--- config.mk ---
export PLATFORM = sky130hd
export DESIGN_NAME = line_editor_word_wrap
export DESIGN_NICKNAME = d
export VERILOG_FILES = /design/src/rtl/lew_pkg.sv /design/src/rtl/line_editor_word_wrap.sv /design/src/rtl/lew_ctrl.sv /design/src/rtl/lew_datapath.sv
export SDC_FILE = /design/constraint.sdc
export NUM_CORES = 1
export LEC_CHECK = 0
export BUFFER_PORTS_ARGS = -buffer_cell sky130_fd_sc_hd__buf_2
export CORE_MARGIN = 3
export CORE_UTILIZATION = 50
export DETAILED_ROUTE_END_ITERATION = 10
export PLACE_DENSITY = 0.73
export SETUP_SLACK_MARGIN = 0.4
export SYNTH_ARGS = -nofsm -noshare
export SYNTH_HDL_FRONTEND = slang
export SYNTH_SLANG_ARGS = --single-unit
--- constraint.sdc ---
create_clock -name clk -period 6.09 [get_ports clk]
set_input_delay 0.9135 -clock clk [delete_from_list [all_inputs] [get_ports clk]]
set_output_delay 0.9135 -clock clk [all_outputs]
set_load 0.02 [all_outputs]
--- src/rtl/lew_pkg.sv ---
`timescale 1ns / 1ps
// Shared constants, codes and controller/datapath interface types of the line editor.
package lew_pkg;

	localparam int LINE_WIDTH_DEF = 40;
	localparam int CNT_W          = 6;

	localparam logic [7:0] CH_EOT    = 8'd4;
	localparam logic [7:0] CH_BS     = 8'd8;
	localparam logic [7:0] CH_TAB    = 8'd9;
	localparam logic [7:0] CH_KILL   = 8'd21;
	localparam logic [7:0] CH_WERASE = 8'd23;
	localparam logic [7:0] CH_SPACE  = 8'd32;
	localparam logic [7:0] CH_BANG   = 8'd33;
	localparam logic [7:0] CH_TILDE  = 8'd126;
	localparam logic [7:0] CH_DEL    = 8'd127;

	typedef enum logic [2:0] {
		ACT_ECHO    = 3'd0,
		ACT_BELL    = 3'd1,
		ACT_RUBOUT  = 3'd2,
		ACT_NEWLINE = 3'd3,
		ACT_END     = 3'd4
	} action_t;

	typedef enum logic [2:0] {
		CLS_EOT,
		CLS_ERASE,
		CLS_KILL,
		CLS_WERASE,
		CLS_SPACE,
		CLS_PRINT,
		CLS_OTHER
	} byte_class_t;

	typedef enum logic [1:0] {K_HOLD, K_FILL, K_DEC, K_INC} k_op_t;

	typedef enum logic [2:0] {F_HOLD, F_CLR, F_DEC, F_INC, F_K, F_WLEN} fill_op_t;

	typedef enum logic [1:0] {CHS_ZERO, CHS_BYTE, CHS_RDATA} char_sel_t;

	typedef enum logic [2:0] {CNT_ZERO, CNT_ONE, CNT_FILL, CNT_FILL_K, CNT_WLEN} cnt_sel_t;

	typedef struct packed {
		logic        cap_byte;
		k_op_t       k_op;
		logic        j_clr;
		logic        j_inc;
		logic        wlen_load;
		fill_op_t    fill_op;
		logic        wr_en;
		logic        wr_copy;
		logic        emit;
		action_t     act;
		char_sel_t   char_sel;
		cnt_sel_t    cnt_sel;
		logic        last;
	} cmd_t;

	typedef struct packed {
		byte_class_t cls;
		logic        fill_zero;
		logic        fill_full;
		logic        k_zero;
		logic        fill_eq_k;
		logic        rd_blank;
		logic        j_done;
		logic        out_free;
	} status_t;

endpackage

--- src/rtl/line_editor_word_wrap.sv ---
`timescale 1ns / 1ps
// Top level of the line editor with word wrap: controller, datapath and checks.
//
// The input channel carries one keyboard byte per word (in_valid, in_stall, in_byte).
// The output channel carries terminal actions, one per word: echo, bell, rubout,
// newline or end of input, with last set on the final word caused by a byte.
// A byte may cause no output word at all (for example an erase on an empty line).
//
// The block works on one byte at a time; in_stall is high from the cycle after a
// byte is taken until its last output word has been loaded into the output register.
// A control byte with a single result loads its word from the dispatch state, and a
// stored character from the put state that follows it; the block then returns to
// idle, where the next byte can be taken. Word erase walks the line backward one
// entry per cycle through the line memory, first over blanks and then over the
// word, and then loads its rubout word. A wrap scans back for the last blank and
// then rubs the word out, starts a new line and moves the word to the line start,
// one echo word per character, before it stores the new byte.
//
// Reset empties the line and drops any pending output word. While out_stall is
// high the output word holds and the block waits before it loads another word;
// it still takes a new byte when its only remaining work is the word sitting in
// the output register.
module line_editor_word_wrap #(
	parameter int LINE_WIDTH = lew_pkg::LINE_WIDTH_DEF
) (
	input  logic                      clk,
	input  logic                      arst_n,
	input  logic                      in_valid,
	output logic                      in_stall,
	input  logic [7:0]                in_byte,
	output logic                      out_valid,
	input  logic                      out_stall,
	output logic [2:0]                action,
	output logic [7:0]                out_char,
	output logic [lew_pkg::CNT_W-1:0] rubout_count,
	output logic                      last
);
	import lew_pkg::*;

	cmd_t    cmd;
	status_t st;

	// The controller owns sequencing; it never touches data.
	lew_ctrl u_ctrl (
		.clk      (clk),
		.arst_n   (arst_n),
		.in_valid (in_valid),
		.in_stall (in_stall),
		.st       (st),
		.cmd      (cmd)
	);

	// The datapath holds the line memory, the fill count, scan pointers and the
	// output register that decouples the two channels.
	lew_datapath #(
		.LINE_WIDTH (LINE_WIDTH)
	) u_dp (
		.clk          (clk),
		.arst_n       (arst_n),
		.in_byte      (in_byte),
		.cmd          (cmd),
		.st           (st),
		.out_stall    (out_stall),
		.out_valid    (out_valid),
		.action       (action),
		.out_char     (out_char),
		.rubout_count (rubout_count),
		.last         (last)
	);

	// A new output word is only produced when the output register can take it.
	a_emit_free: assert property (@(posedge clk) disable iff (!arst_n)
		cmd.emit |-> st.out_free)
		else $error("output word produced while the output register was occupied");

	// Once a byte is taken, the block is busy in the next cycle.
	a_busy_after_accept: assert property (@(posedge clk) disable iff (!arst_n)
		(in_valid && !in_stall) |=> in_stall)
		else $error("input not stalled after a byte was taken");

	// A rubout word always erases at least one character.
	a_rubout_nonzero: assert property (@(posedge clk) disable iff (!arst_n)
		(out_valid && (action == ACT_RUBOUT)) |-> (rubout_count != '0))
		else $error("rubout word with a zero count");

endmodule

--- src/rtl/lew_ctrl.sv ---
`timescale 1ns / 1ps
// Controller state machine of the line editor: sequences scans, copies and result words.
module lew_ctrl (
	input  logic           clk,
	input  logic           arst_n,
	input  logic           in_valid,
	output logic           in_stall,
	input  lew_pkg::status_t st,
	output lew_pkg::cmd_t  cmd
);
	import lew_pkg::*;

	typedef enum logic [3:0] {
		S_IDLE,
		S_DISPATCH,
		S_WE_BLANK,
		S_WE_WORD,
		S_WE_DONE,
		S_WR_SCAN,
		S_WR_RUB,
		S_WR_NL,
		S_WR_COPY,
		S_PUT
	} state_t;

	state_t state_q, state_d;

	assign in_stall = (state_q != S_IDLE);

	always_comb begin
		state_d      = state_q;
		cmd.cap_byte = 1'b0;
		cmd.k_op     = K_HOLD;
		cmd.j_clr    = 1'b0;
		cmd.j_inc    = 1'b0;
		cmd.wlen_load = 1'b0;
		cmd.fill_op  = F_HOLD;
		cmd.wr_en    = 1'b0;
		cmd.wr_copy  = 1'b0;
		cmd.emit     = 1'b0;
		cmd.act      = ACT_ECHO;
		cmd.char_sel = CHS_ZERO;
		cmd.cnt_sel  = CNT_ZERO;
		cmd.last     = 1'b0;

		unique case (state_q)
			S_IDLE: begin
				if (in_valid) begin
					cmd.cap_byte = 1'b1;
					state_d      = S_DISPATCH;
				end
			end
			S_DISPATCH: begin
				unique case (st.cls)
					CLS_EOT: begin
						if (st.out_free) begin
							cmd.emit = 1'b1;
							cmd.act  = st.fill_zero ? ACT_END : ACT_BELL;
							cmd.last = 1'b1;
							state_d  = S_IDLE;
						end
					end
					CLS_ERASE: begin
						if (st.fill_zero) begin
							state_d = S_IDLE;
						end else if (st.out_free) begin
							cmd.emit    = 1'b1;
							cmd.act     = ACT_RUBOUT;
							cmd.cnt_sel = CNT_ONE;
							cmd.last    = 1'b1;
							cmd.fill_op = F_DEC;
							state_d     = S_IDLE;
						end
					end
					CLS_KILL: begin
						if (st.fill_zero) begin
							state_d = S_IDLE;
						end else if (st.out_free) begin
							cmd.emit    = 1'b1;
							cmd.act     = ACT_RUBOUT;
							cmd.cnt_sel = CNT_FILL;
							cmd.last    = 1'b1;
							cmd.fill_op = F_CLR;
							state_d     = S_IDLE;
						end
					end
					CLS_WERASE: begin
						cmd.k_op = K_FILL;
						state_d  = S_WE_BLANK;
					end
					CLS_SPACE: begin
						state_d = st.fill_full ? S_IDLE : S_PUT;
					end
					CLS_PRINT: begin
						if (st.fill_full) begin
							cmd.k_op = K_FILL;
							state_d  = S_WR_SCAN;
						end else begin
							state_d = S_PUT;
						end
					end
					CLS_OTHER: begin
						if (st.out_free) begin
							cmd.emit = 1'b1;
							cmd.act  = ACT_BELL;
							cmd.last = 1'b1;
							state_d  = S_IDLE;
						end
					end
					default: state_d = S_IDLE;
				endcase
			end
			S_WE_BLANK: begin
				if (st.k_zero) begin
					state_d = S_WE_DONE;
				end else if (st.rd_blank) begin
					cmd.k_op = K_DEC;
				end else begin
					state_d = S_WE_WORD;
				end
			end
			S_WE_WORD: begin
				if (st.k_zero || st.rd_blank) begin
					state_d = S_WE_DONE;
				end else begin
					cmd.k_op = K_DEC;
				end
			end
			S_WE_DONE: begin
				if (st.fill_eq_k) begin
					state_d = S_IDLE;
				end else if (st.out_free) begin
					cmd.emit    = 1'b1;
					cmd.act     = ACT_RUBOUT;
					cmd.cnt_sel = CNT_FILL_K;
					cmd.last    = 1'b1;
					cmd.fill_op = F_K;
					state_d     = S_IDLE;
				end
			end
			S_WR_SCAN: begin
				if (st.k_zero) begin
					state_d = S_IDLE;
				end else if (st.rd_blank) begin
					cmd.wlen_load = 1'b1;
					cmd.j_clr     = 1'b1;
					cmd.k_op      = K_INC;
					state_d       = st.fill_eq_k ? S_WR_NL : S_WR_RUB;
				end else begin
					cmd.k_op = K_DEC;
				end
			end
			S_WR_RUB: begin
				if (st.out_free) begin
					cmd.emit    = 1'b1;
					cmd.act     = ACT_RUBOUT;
					cmd.cnt_sel = CNT_WLEN;
					state_d     = S_WR_NL;
				end
			end
			S_WR_NL: begin
				if (st.out_free) begin
					cmd.emit = 1'b1;
					cmd.act  = ACT_NEWLINE;
					state_d  = S_WR_COPY;
				end
			end
			S_WR_COPY: begin
				if (st.j_done) begin
					cmd.fill_op = F_WLEN;
					state_d     = S_PUT;
				end else if (st.out_free) begin
					cmd.emit     = 1'b1;
					cmd.act      = ACT_ECHO;
					cmd.char_sel = CHS_RDATA;
					cmd.wr_en    = 1'b1;
					cmd.wr_copy  = 1'b1;
					cmd.j_inc    = 1'b1;
					cmd.k_op     = K_INC;
				end
			end
			S_PUT: begin
				if (st.out_free) begin
					cmd.emit     = 1'b1;
					cmd.act      = ACT_ECHO;
					cmd.char_sel = CHS_BYTE;
					cmd.last     = 1'b1;
					cmd.wr_en    = 1'b1;
					cmd.fill_op  = F_INC;
					state_d      = S_IDLE;
				end
			end
			default: state_d = S_IDLE;
		endcase
	end

	always_ff @(posedge clk or negedge arst_n) begin
		if (!arst_n) begin
			state_q <= S_IDLE;
		end else begin
			state_q <= state_d;
		end
	end

endmodule

--- src/rtl/lew_datapath.sv ---
`timescale 1ns / 1ps
// Datapath of the line editor: line memory, fill count, scan pointers and output register.
module lew_datapath #(
	parameter int LINE_WIDTH = lew_pkg::LINE_WIDTH_DEF
) (
	input  logic                       clk,
	input  logic                       arst_n,
	input  logic [7:0]                 in_byte,
	input  lew_pkg::cmd_t              cmd,
	output lew_pkg::status_t           st,
	input  logic                       out_stall,
	output logic                       out_valid,
	output logic [2:0]                 action,
	output logic [7:0]                 out_char,
	output logic [lew_pkg::CNT_W-1:0]  rubout_count,
	output logic                       last
);
	import lew_pkg::*;

	localparam int FW = $clog2(LINE_WIDTH + 1);
	localparam int KW = $clog2(LINE_WIDTH + 2);
	localparam int AW = $clog2(LINE_WIDTH);

	logic [7:0]       byte_q;
	logic [FW-1:0]    fill_q, fill_d;
	logic [KW-1:0]    k_q, k_d;
	logic [FW-1:0]    j_q;
	logic [FW-1:0]    wlen_q;
	logic [FW-1:0]    fill_k;
	logic [7:0]       mem_q [LINE_WIDTH];
	logic [7:0]       rdata_q;
	logic [AW-1:0]    raddr, waddr;
	logic [7:0]       wdata;
	logic             out_valid_q;
	action_t          action_q;
	logic [7:0]       char_q, char_d;
	logic [CNT_W-1:0] cnt_q, cnt_d;
	logic             last_q;
	byte_class_t      byte_cls;

	always_comb begin
		case (cmd.k_op)
			K_HOLD:  k_d = k_q;
			K_FILL:  k_d = KW'(fill_q);
			K_DEC:   k_d = k_q - KW'(1);
			K_INC:   k_d = k_q + KW'(1);
			default: k_d = k_q;
		endcase
	end

	// The read port follows the next pointer, so rdata_q holds the entry below k_q whenever k_q is 1 to LINE_WIDTH.
	always_comb begin
		if (k_d == '0 || k_d > KW'(LINE_WIDTH)) begin
			raddr = '0;
		end else begin
			raddr = AW'(k_d - KW'(1));
		end
	end

	assign fill_k = FW'(KW'(fill_q) - k_q);

	always_comb begin
		case (cmd.fill_op)
			F_HOLD:  fill_d = fill_q;
			F_CLR:   fill_d = '0;
			F_DEC:   fill_d = fill_q - FW'(1);
			F_INC:   fill_d = fill_q + FW'(1);
			F_K:     fill_d = FW'(k_q);
			F_WLEN:  fill_d = wlen_q;
			default: fill_d = fill_q;
		endcase
	end

	assign waddr = cmd.wr_copy ? AW'(j_q) : AW'(fill_q);
	assign wdata = cmd.wr_copy ? rdata_q : byte_q;

	always_ff @(posedge clk) begin
		if (cmd.wr_en) begin
			mem_q[waddr] <= wdata;
		end
		rdata_q <= mem_q[raddr];
	end

	always_comb begin
		case (cmd.char_sel)
			CHS_ZERO:  char_d = '0;
			CHS_BYTE:  char_d = byte_q;
			CHS_RDATA: char_d = rdata_q;
			default:   char_d = '0;
		endcase
	end

	always_comb begin
		case (cmd.cnt_sel)
			CNT_ZERO:   cnt_d = '0;
			CNT_ONE:    cnt_d = CNT_W'(1);
			CNT_FILL:   cnt_d = CNT_W'(fill_q);
			CNT_FILL_K: cnt_d = CNT_W'(fill_k);
			CNT_WLEN:   cnt_d = CNT_W'(wlen_q);
			default:    cnt_d = '0;
		endcase
	end

	always_ff @(posedge clk or negedge arst_n) begin
		if (!arst_n) begin
			fill_q      <= '0;
			k_q         <= '0;
			j_q         <= '0;
			out_valid_q <= 1'b0;
		end else begin
			fill_q <= fill_d;
			k_q    <= k_d;
			if (cmd.j_clr) begin
				j_q <= '0;
			end else if (cmd.j_inc) begin
				j_q <= j_q + FW'(1);
			end
			if (cmd.emit) begin
				out_valid_q <= 1'b1;
			end else if (!out_stall) begin
				out_valid_q <= 1'b0;
			end
		end
	end

	always_ff @(posedge clk) begin
		if (cmd.cap_byte) begin
			byte_q <= in_byte;
		end
		if (cmd.wlen_load) begin
			wlen_q <= fill_k;
		end
		if (cmd.emit) begin
			action_q <= cmd.act;
			char_q   <= char_d;
			cnt_q    <= cnt_d;
			last_q   <= cmd.last;
		end
	end

	always_comb begin
		unique case (byte_q) inside
			CH_EOT:               byte_cls = CLS_EOT;
			CH_BS, CH_DEL:        byte_cls = CLS_ERASE;
			CH_KILL:              byte_cls = CLS_KILL;
			CH_WERASE:            byte_cls = CLS_WERASE;
			CH_SPACE:             byte_cls = CLS_SPACE;
			[CH_BANG:CH_TILDE]:   byte_cls = CLS_PRINT;
			default:              byte_cls = CLS_OTHER;
		endcase
	end

	assign st.cls       = byte_cls;
	assign st.fill_zero = (fill_q == '0);
	assign st.fill_full = (fill_q >= FW'(LINE_WIDTH));
	assign st.k_zero    = (k_q == '0);
	assign st.fill_eq_k = (KW'(fill_q) == k_q);
	assign st.rd_blank  = (rdata_q == CH_SPACE) || (rdata_q == CH_TAB);
	assign st.j_done    = (j_q == wlen_q);
	assign st.out_free  = !out_valid_q || !out_stall;

	assign out_valid    = out_valid_q;
	assign action       = action_q;
	assign out_char     = char_q;
	assign rubout_count = cnt_q;
	assign last         = last_q;

endmodule
### After elaboration in Yosys (flattened, before gate mapping)

Memory sizes are Yosys's and may differ from the RTL's. A register that Yosys moved wholly into a read port is not among the register bits.
Cells that the tools add are included.

* register bits: 55
* bits in writable memories: 320
* input bits: 12
* output and inout bits: 20
* memories: 1

* $add $sub $neg: 7
* order comparisons: 4
* equality and inequality tests: 47
* muxes and demuxes: 84
* reductions and logical operators: 20

Memories
* u_dp.mem_q: depth 40, bits a word 8, rd ports 1, clocked after memory_dff 1, wr ports 1, line lew_datapath.sv:30 `logic [7:0] mem_q [LINE_WIDTH];`

Operator list (count)
* $mux 4: 23
* $pmux 6 s4: 2
* $pmux 4 s10: 1
* $mux 6: 5
* $pmux 6 s5: 1
* $mux 3: 9
* $mux 8: 3
* $pmux 4 s6: 1
* $pmux 4 s5: 1
* $add 6x1->6 const B: 3
* $eq 3x2->1 const B: 6
* $eq 3x3->1 const B: 6
* $logic_not 6->1: 3
* $mux 1: 18
* $pmux 3 s6: 1
* $sub 6x1->6 const B: 3
* $eq 4x3->1 const B: 4
* $eq 8x4->1 const B: 2
* $eq 8x5->1 const B: 2
* $eq 8x6->1 const B: 2
* $pmux 8 s2: 1
* $mux 2: 7
* $eq 6x6->1: 2
* $pmux 3 s2: 2
* 35 further kinds: 54

### Logic depth before layout (Yosys ltp)

* depth after elaboration: 11
* depth in mapped cells: 26
* gate-level depth less buffers: 21

### Modules after synthesis

A second synthesis with hierarchy kept.

* cells, all modules: 1367
* area, all modules: 17264.1 um^2

By module, submodules not included
* lew_datapath: times used 1, cells an instance 1253, area an instance 16469.5 um^2
* lew_ctrl: times used 1, cells an instance 114, area an instance 794.5 um^2

### Worst setup path before layout

Ideal clock, no wire load.

* path kind: register -> register
* start point: register u_dp.k_q[1]
* end point: register u_dp.rdata_q[6], read port of u_dp.mem_q
* arrival: 5341 ps
* slack: 658 ps
* cell stages (with the launch flop): 21
* buffers on the path: 3
* path through: dfrtp_1 or4_4 o311ai_2 nor2b_1 buf_2 nor2_1 inv_1 fa_1 inv_1 a221oi_2 ha_1 inv_1 a2111o_1 buf_4 a211oi_4 o22ai_4 buf_4 mux2i_1 a222oi_1 nand3_1 a311oi_1

* cells in the longest elaborated chain, start to end: 9

Ends and longest elaborated chain
* from (decl): line lew_datapath.sv:26 `logic [KW-1:0] k_q, k_d;`
* from (signal assigned): line lew_datapath.sv:112 `k_q <= k_d;`
* $logic_not 6->1: line lew_datapath.sv:156 `assign st.k_zero = (k_q == '0);`
* $logic_or 1x1->1: line lew_ctrl.sv:123 `if (st.k_zero || st.rd_blank) begin`
* $mux 2: line lew_ctrl.sv:123
* $pmux 2 s5: line lew_ctrl.sv:46 `unique case (state_q)`
* $eq 2x2->1 (tied with other cells): line lew_datapath.sv:42 `case (cmd.k_op)`
* $pmux 6 s4 *: line lew_datapath.sv:42
* $gt 6x6->1 / $logic_not 6->1 (equally long branches): line lew_datapath.sv:53 `if (k_d == '0 || k_d > KW'(LINE_WIDTH)) begin`
* $logic_or 1x1->1: line lew_datapath.sv:53
* $mux 6 *: line lew_datapath.sv:53
* to (decl): line lew_datapath.sv:31 `logic [7:0] rdata_q;`

Mark *: on every way between the ends. The rest lies on a longest branch, timed or not.
A chain may end at the register's enable or synchronous reset.

### Worst setup path after layout

* start point: register u_dp.k_q[1]
* end point: register u_dp.rdata_q[7], read port of u_dp.mem_q

Same word-level chain as after synthesis.

==> flow_summary.toml <==
[status]
status = "completed"

[route]
ant_nets = 0
drtPass1Iterations = 9
routed_wl_mm = 46.28
avgRoutedWirePerCell_um = 25.00
vias = 11990
remaining_drc_errors = 0
drt-vias-per-instance = 6.476
drtIter0Drc = 1561

[synthesis]
synth.avg_cell_area_um2 = 13.11
synth_top_area_share_pct = 61.41
netlist_top_cells_count = "352 x edfxtp_1, 194 x nand2_1, 100 x nor2_1"
syn_nets = 1346
yosysUniqueCellTypes = 94
syn_inst = 1313
synth_flop_cell = "edfxtp_1"
ys_warn_count = 0
synth_edf_count = 352
ys_seq_elements = 383
synth.largest_area_cell = "edfxtp_1"
yosysMostFrequentCell = "edfxtp_1"
synth-seq-area-share_pct = 65.69
async_reset_ff_share_pct = 6.005
syn_area_um2 = 17210
synth_area_leaders = "edfxtp_1 61%, nand2_1 4.2%, dfrtp_1 3.3%"

[floorplanning]
die_x_um = 191.5
initial_core_util_pct = 51.07
coreArea_um2 = 33700
io_pins = 32
dieArea_um2 = 36690
rows = 67
die_h_um = 191.5

[sta]
drv_slew = 0
max_slew.worst_pin.slew_ns = 0.9914
fin_crit_ns = 5.540
finClkSkew_ns = 0.01904
tns_ns = 0
fmax_ghz = 0.1805
rsz0062_at_grt = "yes"
fin_crit_sh_pct = 90.96
setup_viol = 0
slew_headroom_pct = 33.72
hold_viol = 0

[finish]
utilization_pct = 57.26
stdcell_area_um2 = 19300
nNetsFinal = 1408
antenna_cells = 0
syn_to_final_growth_pct = 12.11
drive_above_1_share_pct = 15.18

[worst_setup_path]
critPathCaptureType = "flop"
r2r_slack_ns = 0.55
cp.arrival_ns = 5.95
cpPeakStageDelay_ns = 0.69
crit_slowest_cell = "o31a_1"
critPathKind = "flop to flop"
reg2reg_depth = 20
start_kind = "flop"
r2r-start = "u_dp.k_q[1]$_DFF_PN0_"
rr_endpoint = "u_dp.rdata_q[7]$_DFF_P_"
required_ns = 6.50
crit_chain = "or4_4 -> o311ai_4 -> nor2b_2 -> nor2_1 -> buf_4 -> inv_1 -> fa_1 -> nor2b_1 -> o21a_1 -> o21a_1 -> a211oi_2 -> a211oi_4 -> inv_2 -> o21ai_2 -> a21boi_0 -> o31a_1 -> buf_4 -> a221oi_1 -> a22oi_1 -> o31ai_1"
critPathMaxFanout = 14

[clocking]
cts.path.max_buffers = 3
holdBufCountCts = 0
cts_root_buf = "clkbuf_16"
clock-sinks = 383
htreeDepth = 2
clkTransAtPathRegs_ns = 0.06
clkLatencyLatePin_ns = 0.55
cts_buffers = 38
cts_tree = "built"

[global_route]
grt_start_max_net_pins = 71
grt_overflow = 0
grt.busiest_layer = "met2"
grt_pass1_wl_mm = 69.81
first_global_vias = 11450
met1_usage_pct = 33.84
met3_usage_pct = 5.098
grt_usage_pct = 25.12
met2_usage_pct = 40.26
antenna_found_initial = 1

[placement]
place_congestion = 0.9300
place_area_um2 = 17890
dp_hpwl_mm = 29.99
port_buffers = 31

[flow_run]
cap_viol_max_count = 0

[min_path]
hold_class = "primary input to asynchronous set/reset pin"
timing repair:
action                                  CTS  global route
resized for setup                        10            18
buffers inserted                          9             7
pin swaps                                 5             9
endpoints found under the setup margin    8             8
cloned                                    2             0
state kept, by name, indices dropped and copies added (netlist names), 6 cells and up:
name and cells:
u_dp.rubout_count 6, u_dp.k_q 6, u_dp.j_q 6, u_dp.mem_q 320, u_dp.wlen_q 6, u_dp.fill_q 6, u_dp.byte_q 8, u_dp.rdata_q 8
u_dp.out_char 8
through the flow:
stage               hold slack [ns]  cells  worst slack [ns]
floorplan                    0.5076   1313            0.6578
global placement             0.5980   1765            0.1301
detailed placement           0.6045   1765           0.04365
CTS                          0.3821   1844            0.4308
global route                 0.4134   1851            0.3520
finish                       0.3826   1851            0.5503
cells in the final DEF, fill, tap and decap left out, types with 9 or more instances in the layout:
master	Yosys	routed
a21o_1	11	11
a21oi_1	36	35
a221o_1	10	10
a221oi_1	13	10
a22oi_1	20	19
a32oi_1	23	23
and3_1	19	19
buf_2	18	31
buf_4	7	61
clkbuf_1	33	9
clkbuf_16	0	38
clkinv_1	1	10
dfrtp_1	23	21
edfxtp_1	352	352
ha_1	18	17
inv_1	22	21
mux2i_1	44	44
nand2_1	194	193
nand3_1	42	41
nand4_1	9	9
nor2_1	100	98
nor3_1	13	13
o21ai_0	21	21
o221ai_1	21	21
o22ai_1	44	44
xor2_1	16	16
layer usage:
layer / wire length, um / vias up / share of wire [%]
met5: 0 / - / 0
met4: 1985 / 0 / 4.3
met3: 4558 / 141 / 9.8
met2: 21820 / 714 / 47
met1: 17910 / 5921 / 39
li1: - / 5212 / -
how the worst max path moves through the flow:
stage | from | endpoint | slack [ns]
finish | u_dp.k_q[1]$_DFF_PN0_ | u_dp.rdata_q[7]$_DFF_P_ | 0.55
CTS | u_dp.k_q[1]$_DFF_PN0_ | u_dp.rdata_q[1]$_DFF_P_ | 0.43
floorplan | u_dp.k_q[1]$_DFF_PN0_ | u_dp.rdata_q[6]$_DFF_P_ | 0.66
global route | u_dp.k_q[1]$_DFF_PN0_ | u_dp.rdata_q[7]$_DFF_P_ | 0.35
detailed placement | u_dp.k_q[1]$_DFF_PN0_ | u_dp.rdata_q[5]$_DFF_P_ | 0.04
global placement | u_dp.k_q[1]$_DFF_PN0_ | u_dp.rdata_q[5]$_DFF_P_ | 0.13
worst max-delay path, delay by kind of cell, from the launching register on:
family | cells | cell delay, ns
simple gates | 4 | 0.86
flops | 1 | 0.44
fa+ha+maj | 1 | 0.45
compound gates | 11 | 2.88
buf+inv | 4 | 0.77
final cells by class:
| cell class | instances | area [um^2] |
|---|---|---|
| sequential | 383 | 11310 |
| clock buffer | 47 | 984.7 |
| tap | 448 | 560.5 |
| inverter | 28 | 110.1 |
| fill | 2703 | 14400 |
| clock inverter | 21 | 148.9 |
| multi-input combinational | 828 | 5508 |
| timing repair buffer | 96 | 675.6 |
cell families (layout without fill, tap and decap cells):
logic type	count (synthesis)	count (layout)	share of synthesized area, %
compound gates	299	301	13.70
xor+xnor	23	23	1.170
fa+ha+maj	21	21	1.657
buf+inv	104	192	3.191
flops	383	383	65.69
mux	53	53	3.213
simple gates	430	430	11.38
Power is not shown: default switching activity piles up to over one toggle a cycle in this logic, so the estimate is an artifact.
